<file path="src/rtl/core/cfeh_pkg.sv">
// Shared types and constants for the case-folded ELF hash bucket unit.
`default_nettype none

package cfeh_pkg;

	localparam int KEY_W   = 8;
	localparam int ACC_W   = 28;
	localparam int TS_W    = 16;
	localparam int CNT_W   = $clog2(ACC_W + 1);
	localparam int APB_AW  = 2;
	localparam int APB_DW  = 32;

	localparam logic [TS_W-1:0]   TABLE_SIZE_RESET = TS_W'(251);
	localparam logic [KEY_W-1:0]  COMMA_CHAR       = 8'h2C;
	localparam logic [KEY_W-1:0]  UPPER_FIRST      = 8'h41;
	localparam logic [KEY_W-1:0]  UPPER_LAST       = 8'h5A;
	localparam logic [KEY_W-1:0]  CASE_OFFSET      = 8'h20;

	// Byte address of the only register.
	localparam logic [APB_AW-1:0] REG_TABLE_SIZE = '0;

	typedef enum logic [1:0] {
		ST_IDLE,
		ST_DIV,
		ST_HOLD
	} ctrl_state_t;

	// Accumulator and comma flag after the word on the input channel is applied.
	typedef struct packed {
		logic [ACC_W-1:0] acc;
		logic             comma;
	} hash_res_t;

	// Status of the remainder unit.
	typedef struct packed {
		logic busy;
		logic done;
	} div_stat_t;

endpackage

`default_nettype wire

</file>
<file path="src/rtl/core/cfeh_if.sv">
// Handshake interfaces for the key input channel and the bucket result channel.
`default_nettype none

interface cfeh_in_if;
	import cfeh_pkg::*;

	logic             valid;
	logic             ready;
	logic [KEY_W-1:0] key_byte;
	logic             has_byte;
	logic             in_second_string;
	logic             last;

	modport source (output valid, key_byte, has_byte, in_second_string, last, input ready);
	modport sink   (input valid, key_byte, has_byte, in_second_string, last, output ready);
endinterface

interface cfeh_out_if;
	import cfeh_pkg::*;

	logic            valid;
	logic            ready;
	logic [TS_W-1:0] bucket;
	logic            invalid;

	modport source (output valid, bucket, invalid, input ready);
	modport sink   (input valid, bucket, invalid, output ready);
endinterface

`default_nettype wire

</file>
<file path="src/rtl/core/cfeh_hash.sv">
// Per-byte case-folded ELF hash accumulator with comma detection.
`default_nettype none

module cfeh_hash (
	input  wire logic                      clk,
	input  wire logic                      arst_n,
	input  wire logic                      accept,
	input  wire logic [cfeh_pkg::KEY_W-1:0] key_byte,
	input  wire logic                      has_byte,
	input  wire logic                      in_second_string,
	input  wire logic                      last,
	output cfeh_pkg::hash_res_t            nxt
);
	import cfeh_pkg::*;

	logic [ACC_W-1:0] acc_q;
	logic             comma_q;
	logic [KEY_W-1:0] folded;
	logic [31:0]      shifted;
	logic [3:0]       top;

	always_comb begin
		folded = key_byte;
		if (key_byte >= UPPER_FIRST && key_byte <= UPPER_LAST) begin
			folded = key_byte + CASE_OFFSET;
		end
		// The add wraps at 32 bits; the top nibble folds back into bits 7..4.
		shifted = {acc_q, 4'b0000} + {24'b0, folded};
		top     = shifted[31:28];
	end

	always_comb begin
		nxt.acc   = acc_q;
		nxt.comma = comma_q;
		if (has_byte && !comma_q) begin
			if (in_second_string && key_byte == COMMA_CHAR) begin
				nxt.comma = 1'b1;
			end else begin
				nxt.acc = shifted[ACC_W-1:0] ^ {{(ACC_W-8){1'b0}}, top, 4'b0000};
			end
		end
	end

	always_ff @(posedge clk or negedge arst_n) begin
		if (!arst_n) begin
			acc_q   <= '0;
			comma_q <= 1'b0;
		end else if (accept) begin
			if (last) begin
				acc_q   <= '0;
				comma_q <= 1'b0;
			end else begin
				acc_q   <= nxt.acc;
				comma_q <= nxt.comma;
			end
		end
	end

endmodule

`default_nettype wire

</file>
<file path="src/rtl/core/cfeh_div.sv">
// Bit-serial restoring remainder unit: one dividend bit per cycle.
`default_nettype none

module cfeh_div (
	input  wire logic                      clk,
	input  wire logic                      arst_n,
	input  wire logic                      start,
	input  wire logic [cfeh_pkg::ACC_W-1:0] dividend,
	input  wire logic [cfeh_pkg::TS_W-1:0]  divisor,
	output cfeh_pkg::div_stat_t            stat,
	output logic      [cfeh_pkg::TS_W-1:0]  remainder
);
	import cfeh_pkg::*;

	logic             busy_q;
	logic [CNT_W-1:0] cnt_q;
	logic [ACC_W-1:0] dvd_q;
	logic [TS_W-1:0]  rem_q;
	logic [TS_W-1:0]  dsr_q;
	logic [TS_W:0]    trial;
	logic [TS_W:0]    diff;

	// The partial remainder stays below the divisor, so the trial value is below twice it.
	always_comb begin
		trial     = {rem_q, dvd_q[ACC_W-1]};
		diff      = trial - {1'b0, dsr_q};
		remainder = diff[TS_W] ? trial[TS_W-1:0] : diff[TS_W-1:0];
	end

	assign stat.busy = busy_q;
	assign stat.done = busy_q && cnt_q == CNT_W'(1);

	always_ff @(posedge clk or negedge arst_n) begin
		if (!arst_n) begin
			busy_q <= 1'b0;
			cnt_q  <= '0;
		end else if (start) begin
			busy_q <= 1'b1;
			cnt_q  <= CNT_W'(ACC_W);
		end else if (busy_q) begin
			cnt_q <= cnt_q - CNT_W'(1);
			if (cnt_q == CNT_W'(1)) begin
				busy_q <= 1'b0;
			end
		end
	end

	always_ff @(posedge clk) begin
		if (start) begin
			dvd_q <= dividend;
			rem_q <= '0;
			dsr_q <= divisor;
		end else if (busy_q) begin
			dvd_q <= {dvd_q[ACC_W-2:0], 1'b0};
			rem_q <= remainder;
		end
	end

endmodule

`default_nettype wire

</file>
<file path="src/rtl/core/case_folded_elf_hash_bucket.sv">
// Top level of the case-folded ELF hash bucket unit: control, register port, result word.
// Words that are not last are taken one per cycle while the sequencer is idle, and hash in
// the cycle they are accepted. A last word sends the 28-bit hash through the bit-serial
// remainder unit into the pending result, then into the output register that drives out
// valid; an invalid key or a zero table size skips the remainder unit. Input is not ready
// from a last word until its result is registered in the output register.
// Asynchronous active-low reset clears the hash, the comma flag, the sequencer and the
// output valid; table_size resets to 251.
`default_nettype none

module case_folded_elf_hash_bucket (
	input  wire logic                         clk,
	input  wire logic                         arst_n,
	cfeh_in_if.sink                           in_ch,
	cfeh_out_if.source                        out_ch,
	input  wire logic                         psel,
	input  wire logic                         penable,
	input  wire logic                         pwrite,
	input  wire logic [cfeh_pkg::APB_AW-1:0]  paddr,
	input  wire logic [cfeh_pkg::APB_DW-1:0]  pwdata,
	output logic      [cfeh_pkg::APB_DW-1:0]  prdata,
	output logic                              pready
);
	import cfeh_pkg::*;

	ctrl_state_t     state_q, state_d;
	logic [TS_W-1:0] table_size_q;
	logic            in_acc;
	logic            out_free;
	logic            div_start;
	logic            cap_early;
	logic            cap_div;
	logic            push_out;
	logic [TS_W-1:0] res_bucket_q;
	logic            res_invalid_q;
	logic            out_valid_q;
	logic [TS_W-1:0] out_bucket_q;
	logic            out_invalid_q;
	hash_res_t       hres;
	div_stat_t       dstat;
	logic [TS_W-1:0] drem;

	// Register port. Writes complete in the access phase; pready is tied high.
	assign pready = 1'b1;
	assign prdata = (paddr == REG_TABLE_SIZE) ? {{(APB_DW-TS_W){1'b0}}, table_size_q} : '0;

	always_ff @(posedge clk or negedge arst_n) begin
		if (!arst_n) begin
			table_size_q <= TABLE_SIZE_RESET;
		end else if (psel && penable && pwrite && pready && paddr == REG_TABLE_SIZE) begin
			table_size_q <= pwdata[TS_W-1:0];
		end
	end

	assign in_ch.ready = (state_q == ST_IDLE);
	assign in_acc      = in_ch.valid && in_ch.ready;
	assign out_free    = !out_valid_q || out_ch.ready;

	cfeh_hash u_hash (
		.clk              (clk),
		.arst_n           (arst_n),
		.accept           (in_acc),
		.key_byte         (in_ch.key_byte),
		.has_byte         (in_ch.has_byte),
		.in_second_string (in_ch.in_second_string),
		.last             (in_ch.last),
		.nxt              (hres)
	);

	cfeh_div u_div (
		.clk       (clk),
		.arst_n    (arst_n),
		.start     (div_start),
		.dividend  (hres.acc),
		.divisor   (table_size_q),
		.stat      (dstat),
		.remainder (drem)
	);

	// Sequencer: an invalid key or a zero table size skips the remainder unit and
	// reports bucket zero; otherwise the final hash is reduced bit by bit.
	always_comb begin
		state_d   = state_q;
		div_start = 1'b0;
		cap_early = 1'b0;
		cap_div   = 1'b0;
		push_out  = 1'b0;
		unique case (state_q)
			ST_IDLE: begin
				if (in_acc && in_ch.last) begin
					cap_early = 1'b1;
					if (hres.comma || table_size_q == '0) begin
						state_d = ST_HOLD;
					end else begin
						div_start = 1'b1;
						state_d   = ST_DIV;
					end
				end
			end
			ST_DIV: begin
				if (dstat.done) begin
					cap_div = 1'b1;
					state_d = ST_HOLD;
				end
			end
			ST_HOLD: begin
				if (out_free) begin
					push_out = 1'b1;
					state_d  = ST_IDLE;
				end
			end
			default: begin
				state_d = ST_IDLE;
			end
		endcase
	end

	always_ff @(posedge clk or negedge arst_n) begin
		if (!arst_n) begin
			state_q <= ST_IDLE;
		end else begin
			state_q <= state_d;
		end
	end

	// Pending result, filled when the key closes or when the remainder is ready.
	always_ff @(posedge clk) begin
		if (cap_early) begin
			res_bucket_q  <= '0;
			res_invalid_q <= hres.comma;
		end else if (cap_div) begin
			res_bucket_q <= drem;
		end
	end

	// Output register: holds a result word until the sink takes it.
	always_ff @(posedge clk or negedge arst_n) begin
		if (!arst_n) begin
			out_valid_q <= 1'b0;
		end else if (push_out) begin
			out_valid_q <= 1'b1;
		end else if (out_ch.ready) begin
			out_valid_q <= 1'b0;
		end
	end

	always_ff @(posedge clk) begin
		if (push_out) begin
			out_bucket_q  <= res_bucket_q;
			out_invalid_q <= res_invalid_q;
		end
	end

	assign out_ch.valid   = out_valid_q;
	assign out_ch.bucket  = out_bucket_q;
	assign out_ch.invalid = out_invalid_q;

	// The remainder unit only runs while the sequencer waits on it.
	a_div_in_div_state: assert property (@(posedge clk) disable iff (!arst_n)
		dstat.busy |-> state_q == ST_DIV)
		else $error("remainder unit busy outside the divide state");

	// A closing word always takes the sequencer out of idle.
	a_last_leaves_idle: assert property (@(posedge clk) disable iff (!arst_n)
		(in_acc && in_ch.last) |=> state_q != ST_IDLE)
		else $error("last word did not start result generation");

	// An invalid key reports bucket zero.
	a_invalid_zero: assert property (@(posedge clk) disable iff (!arst_n)
		(out_valid_q && out_invalid_q) |-> out_bucket_q == '0)
		else $error("invalid key with nonzero bucket");

	// A valid result lies below the table size.
	a_bucket_range: assert property (@(posedge clk) disable iff (!arst_n)
		(out_valid_q && !out_invalid_q && table_size_q != '0) |-> out_bucket_q < table_size_q)
		else $error("bucket not below table size");

endmodule

`default_nettype wire
</file>
<file path="src/flat_wrapper.sv">
// flat-port wrapper written by rule: the top's interface ports become plain ports
module case_folded_elf_hash_bucket_flat import cfeh_pkg::*;
  (clk, arst_n, psel, penable, pwrite, paddr, pwdata, prdata, pready, in_ch_valid, in_ch_key_byte, in_ch_has_byte, in_ch_in_second_string, in_ch_last, in_ch_ready, out_ch_valid, out_ch_bucket, out_ch_invalid, out_ch_ready);
  cfeh_in_if in_ch_i ();
  cfeh_out_if out_ch_i ();
  input  wire logic clk;
  input  wire logic arst_n;
  input  wire logic psel;
  input  wire logic penable;
  input  wire logic pwrite;
  input  wire logic [cfeh_pkg::APB_AW-1:0] paddr;
  input  wire logic [cfeh_pkg::APB_DW-1:0] pwdata;
  output logic      [cfeh_pkg::APB_DW-1:0] prdata;
  output logic pready;
  input wire logic [$bits(in_ch_i.valid)-1:0] in_ch_valid;
  input wire logic [$bits(in_ch_i.key_byte)-1:0] in_ch_key_byte;
  input wire logic [$bits(in_ch_i.has_byte)-1:0] in_ch_has_byte;
  input wire logic [$bits(in_ch_i.in_second_string)-1:0] in_ch_in_second_string;
  input wire logic [$bits(in_ch_i.last)-1:0] in_ch_last;
  output wire logic [$bits(in_ch_i.ready)-1:0] in_ch_ready;
  output wire logic [$bits(out_ch_i.valid)-1:0] out_ch_valid;
  output wire logic [$bits(out_ch_i.bucket)-1:0] out_ch_bucket;
  output wire logic [$bits(out_ch_i.invalid)-1:0] out_ch_invalid;
  input wire logic [$bits(out_ch_i.ready)-1:0] out_ch_ready;
  assign in_ch_i.valid = in_ch_valid;
  assign in_ch_i.key_byte = in_ch_key_byte;
  assign in_ch_i.has_byte = in_ch_has_byte;
  assign in_ch_i.in_second_string = in_ch_in_second_string;
  assign in_ch_i.last = in_ch_last;
  assign in_ch_ready = in_ch_i.ready;
  assign out_ch_valid = out_ch_i.valid;
  assign out_ch_bucket = out_ch_i.bucket;
  assign out_ch_invalid = out_ch_i.invalid;
  assign out_ch_i.ready = out_ch_ready;
  case_folded_elf_hash_bucket u_core (.clk(clk), .arst_n(arst_n), .in_ch(in_ch_i), .out_ch(out_ch_i), .psel(psel), .penable(penable), .pwrite(pwrite), .paddr(paddr), .pwdata(pwdata), .prdata(prdata), .pready(pready));
endmodule
</file>
<file path="config.mk">
export PLATFORM = sky130hd
export DESIGN_NAME = case_folded_elf_hash_bucket_flat
export DESIGN_NICKNAME = d
export VERILOG_FILES = /design/src/rtl/core/cfeh_pkg.sv /design/src/rtl/core/cfeh_if.sv /design/src/rtl/core/cfeh_hash.sv /design/src/rtl/core/cfeh_div.sv /design/src/rtl/core/case_folded_elf_hash_bucket.sv /design/src/flat_wrapper.sv
export SDC_FILE = /design/constraint.sdc
export NUM_CORES = 1
export LEC_CHECK = 0
export BUFFER_PORTS_ARGS = -buffer_cell sky130_fd_sc_hd__clkbuf_2
export CAP_MARGIN = 10
export CORE_ASPECT_RATIO = 2
export CORE_MARGIN = 3
export CORE_UTILIZATION = 45
export DETAILED_ROUTE_END_ITERATION = 10
export GPL_ROUTABILITY_DRIVEN = 0
export SYNTH_ARGS = -nofsm -noshare
export SYNTH_HDL_FRONTEND = slang
export SYNTH_SLANG_ARGS = --single-unit
</file>
<file path="constraint.sdc">
create_clock -name clk -period 5.2 [get_ports clk]
set_input_delay 1.56 -clock clk [delete_from_list [all_inputs] [get_ports clk]]
set_output_delay 1.56 -clock clk [all_outputs]
set_load 0.005 [all_outputs]
</file>
After elaboration in Yosys (flattened, before gate mapping)
Index checks and enable logic that the tools add are counted.
{ "word_totals": {"register_bits": 148, "input_bits": 52, "out_inout_bits": 52, "wordCells": 78} }
{ "classes": {"addsub": 4, "magnitude_cmp": 2, "n_eq_ne": 7, "mux": 31, "bitwise": 1, "n_reduce_logical": 19} }
{ "op_table": {"columns": ["operator", "n"], "rows": [
  ["$mux W28", 4],
  ["$add A32 B8 Y32", 1],
  ["$mux W16", 2],
  ["$mux W29", 1],
  ["$xor A28 B8 Y28", 1],
  ["$sub A17 B16 Y17", 1],
  ["$logic_not A16 Y1", 1],
  ["$mux W1", 16],
  ["$mux W5", 2],
  ["$logic_and A1 B1 Y1", 9],
  ["$add A8 B6 Y8 const B", 1],
  ["$eq A8 B6 Y1 const B", 1],
  ["$ge A8 B7 Y1 const B", 1],
  ["$le A8 B7 Y1 const B", 1],
  ["$mux W2", 4],
  ["$mux W8", 1],
  ["$pmux W2 S3", 1],
  ["$eq A5 B1 Y1 const B", 1],
  ["$sub A5 B1 Y5 const B", 1],
  ["$logic_not A2 Y1", 2],
  ["$ne A2 B1 Y1 const B", 2],
  ["$reduce_bool A2 Y1", 2],
  ["$reduce_and A3 Y1", 1],
  ["$eq A2 B1 Y1 const B", 1],
  ["other kinds (4)", 6]
]} }

Depth between registers and ports, before layout
{ "depth": {"ltp_word": 12, "depth_mapped": 13} }

Modules after synthesis
From an unflattened synthesis, not the netlist that was laid out.
{ "hier_totals": {"hier_cells": 770, "area_unflattened_um2": 8086.5} }
{ "by_module_without_submodules": {"columns": ["mod", "n_inst", "cells_per_inst", "area_each_um2", "seq_area_each_um2"], "rows": [
  ["cfeh_div", 1, 311, 3617.2, 1791.7],
  ["cfeh_hash", 1, 278, 2270.9, 725.7],
  ["case_folded_elf_hash_bucket", 1, 181, 2198.4, 1345.0]
]} }

Least setup slack after synthesis
Ideal clock, no wire load.
{ "synth_path": {"path_kind": "input-to-reg", "start": "input port in_ch_key_byte[4]", "end": "register u_core.u_div.dvd_q[7] (data pin)", "setup_time_ns": 0.130, "arrival_ns": 4.118, "slack_ns": 0.952, "cell_stages": 11, "path_buffers": 0, "cell_sequence": "or3_4 > o32ai_1 > nor3_1 > a31o_2 > ha_1 > nand3_1 > o22ai_2 > nand4_1 > or3_1 > a21oi_2 > o22a_1"} }
{ "synth_between": {"elab_chain_cells": 9, "elab_cells_between_ends": 17, "cone_classes": "add/sub (2); order compare (2); eq/ne (1); mux (8); bitwise (1); reduce/logical (3)"} }
{ "synth_lines": {"columns": ["item", "line", "source"], "rows": [
  ["from (decl)", "flat_wrapper.sv:16", "input wire logic [$bits(in_ch_i.key_byte)-1:0] in_ch_key_byte;"],
  ["parallel branches: the longest is 3 deep, another holds $add A32 B8 Y32", null, null],
  ["$mux W29 (*)", "cfeh_hash.sv:35", "if (has_byte && !comma_q) begin"],
  ["$logic_or A1 B1 Y1", "case_folded_elf_hash_bucket.sv:92", "if (hres.comma || table_size_q == '0) begin"],
  ["$mux W1", "case_folded_elf_hash_bucket.sv:92", null],
  ["$mux W1", "case_folded_elf_hash_bucket.sv:90", "if (in_acc && in_ch.last) begin"],
  ["$mux W1", "case_folded_elf_hash_bucket.sv:88", "unique case (state_q)"],
  ["$mux W28 (*)", "cfeh_div.sv:49", "if (start) begin"],
  ["to (signal assigned)", "cfeh_div.sv:50", "dvd_q <= dividend;"],
  ["to (signal assigned)", "cfeh_div.sv:54", "dvd_q <= {dvd_q[ACC_W-2:0], 1'b0};"],
  ["to (decl)", "cfeh_div.sv:17", "logic [ACC_W-1:0] dvd_q;"]
]} }
Mark *: on every way between the ends.
A chain may end at the register's enable or synchronous reset.

Worst setup path after layout
Same ends and word-level chain as after synthesis.

==> results by group <==
Outcome
  – Status: completed

Worst setup path
  – Crit end category: register
  – Arr. time, crit path: 4.59 ns
  – Worst setup SP type: primary input
  – Start of the worst register-to-register path: u_core.u_div.dsr_q[13]$_DFFE_PP_
  – Worst path required time: 5.48 ns
  – Setup CP Type: in -> reg
  – Crit Path Max Fanout: 5
  – Worst setup path startpoint: in_ch_key_byte[4]

Routing
  – Post-DR vias/cell: 5.68
  – DR vias: 6031
  – # DRC: 0
  – Met3 WL post-DR: between 600 and 700 microns
  – M1 WL: 6.76 mm
  – Detail Route Antenna Nets: 0
  – Drt first pass iters: 4
  – DRT iter0 DRCs: ~250
  – Met2 WL: 11.5 mm
  – Wire per inst: roughly 18 microns
  – Highest Signal Layer: met4
  – Final WL: 19.5 mm

Clocking
  – Clock sink total: 148
  – Clock Latency Late Sink: 0.42 ns
  – CTS tree: built
  – Reg clk slew, reported paths: approximately 0.060 ns
  – Number of buffers created by CTS: 17
  – Hold-fix buffers, CTS: 0
  – Post-CTS setup buffers: 0
  – Root Driver: clkbuf_16
  – H-Tree Level Count: 4
  – Post-cts gate resize count: 0
  – Bufs on Longest Clock Path: 2

Synth
  – Mapped Cells: 780
  – Post-synthesis sequential area ratio: 0.492
  – Netlist cell types: 79
  – Count leader, synth: nand2_1
  – Post-Syn Area: 7850 sq um
  – Most area-consuming cells after synthesis: edfxtp_1 24%, dfrtp_1 15%, dfxtp_1 8.2%
  – Post-synth top area share: 0.237
  – EDFF count, synth: between 60 and 70
  – Yosys warning count: 0
  – Post-synth top cells: 83 x nand2_1, 71 x o21ai_0, 62 x edfxtp_1, 47 x dfrtp_1, 43 x nor2_1
  – Async SR Flop Fraction: 0.365
  – #FFs+latches synth: about 150
  – Post-synth top area cell: edfxtp_1
  – Syn Area/Cell: 10.1 sq um
  – Post-synth top flop: edfxtp_1

Final layout
  – Proportion of layout cells with a drive suffix above 1: 0.193
  – Fin cells: 1062
  – Nets: 919
  – Area grow syn2layout: 13.8%
  – Final design instance area without fill: 8930 sq um
  – Antenna cells: 0
  – Final core occ: 0.527

Timing
  – Slew headroom: 0.187
  – Worst setup margin: 0.883 ns
  – Setup_tns: 0 ns
  – Achievable Freq: around 0.23 GHz
  – Worst-Margin Slew: 1.22 ns
  – Setup-failing EPs final: 0
  – Setup Skew: approximately 0.014 ns
  – Min Tclk post-route: 4.32 ns
  – Final Max Tran Viols: 0
  – Unrepaired setup endpoints after global routing: no
  – Hold WS: 0.425 ns
  – Tcrit/Tclk final: 0.830
  – Final Hold Fails: 0

GRT
  – Initial antenna violation count: 0
  – First-pass GRT wire length: 30.8 mm
  – Largest net degree at the start of global routing: 43
  – Total track usage: 0.207
  – Vias in the first global route: between 6000 and 7000
  – Overflow after GRT: 0

Worst hold path
  – Hold Path Class: reg -> reg
  – HP Start: u_core.res_invalid_q$_DFFE_PP_

Floorplan
  – Die Span Y: ~190 microns
  – I/O pin cnt: 104
  – Die area: 19200 sq um
  – Die extent in x: about 100 microns
  – Core Footprint: ~17000 sq um
  – Starting Density: 0.463
  – # rows: 67

Power
  – Power per cell area: 592 nW/um^2
  – Leak: 3.74 nW
  – Pwr Total: 5.28 mW
  – Worst VDD drop: 0.224 mV

Place
  – Pre-CTS setup slack: 0.478 ns
  – Post-Place Cell Area: a little over 8000 sq um
  – # port buffers: 70
  – Hpwl dp: 14.5 mm
  – Dpl cells: approximately 1000

Run
  – Total of max-cap violations: 0
==> worst max-delay path, stage by stage <==
cell and delay [ns]:
clkbuf_2 0.11, or3_4 0.41, o32ai_1 0.35, nor3_1 0.12
a31o_2 0.28, ha_1 0.34, nand3_1 0.10, o22ai_2 0.33
nand4_1 0.20, or3_1 0.43, a21oi_2 0.16, o22a_1 0.19
==> layout by cell type (no fill, tap or decap), types with 5 or more instances in the layout <==
cell type,synthesis,final
nand2b_1,6,6
clkinvlp_4,0,5
a21o_1,7,7
dfxtp_1,32,32
clkbuf_2,1,70
nor4_1,7,7
edfxtp_1,62,62
and3_1,9,9
nor2_1,43,43
ha_1,23,23
o21ai_0,71,71
xor2_1,17,17
o211ai_1,11,11
nor3_1,7,7
mux2_2,17,17
dfstp_2,7,7
conb_1,2,17
nand3_1,23,23
dfrtp_1,47,47
o31ai_1,5,5
nand2_1,83,83
clkbuf_16,0,18
inv_1,37,37
mux2i_1,13,13
and2_1,19,19
a21oi_1,41,41
buf_4,22,15
a211oi_1,14,14
xnor2_1,27,27
nand4_1,7,7
==> state kept, by name (all words and copies together) (netlist names) <==
register               cells
u_core.u_div.dvd_q        28
u_core.u_hash.acc_q       28
u_core.out_ch.bucket      16
u_core.res_bucket_q       16
u_core.table_size_q       16
u_core.u_div.dsr_q        16
u_core.u_div.rem_q        16
u_core.u_div.cnt_q         5
u_core.state_q             2
u_core.out_ch.invalid      1
u_core.out_ch.valid        1
u_core.res_invalid_q       1
u_core.u_div.busy_q        1
u_core.u_hash.comma_q      1
==> where the power goes <==
part / total [mW] / internal [mW] / switching (mW)
Combinational: 1.99 / 0.856 / 1.13
Sequential: 2.04 / 1.70 / 0.337
Clock: 1.26 / 0.775 / 0.482
Total: 5.28 / 3.33 / 1.95
==> layer usage <==
metal,vias up,GRT usage
met5,-,0
met4,0,0.0973
met3,46,0.0362
met2,156,0.407
met1,2943,0.202
li1,2886,-
==> final cells by class <==
cell class	instances	area [sq um]
Fill cell	1538	8010
Sequential cell	148	3860
Multi-Input combinational cell	552	3580
Clock buffer	22	495
Timing Repair Buffer	85	463
Tap cell	207	259
Inverter	38	143
Clock inverter	10	120
==> cell families (layout without fill, tap and decap cells) <==
logic type,Yosys count,count (layout),synth area share
compound gates,201,201,0.163
xor+xnor,44,44,0.0491
fa+ha+maj,25,25,0.0418
buf+inv,95,155,0.0593
flops,148,148,0.492
mux,30,30,0.0410
other cells,2,17,0.000957
simple gates,235,235,0.152
==> worst paths after layout <==
kind                            slack [ns]                             endpoint  depth (start not counted)
worst max-delay path                  0.88      u_core.u_div.dvd_q[7]$_DFFE_PP_                         12
worst min-delay path                  0.43      u_core.out_ch.invalid$_DFFE_PP_                          0
worst max register to register        2.17  u_core.res_bucket_q[0]$_SDFFE_PP0P_                          9
worst min register to register        0.43      u_core.out_ch.invalid$_DFFE_PP_                          0
max in group asynchronous             3.21  u_core.table_size_q[10]$_DFFE_PN0P_                          2
min in group asynchronous             1.07        u_core.state_q[0]$_DFFE_PN0P_                          1
Note: power is estimated with default switching activity, not from simulation.
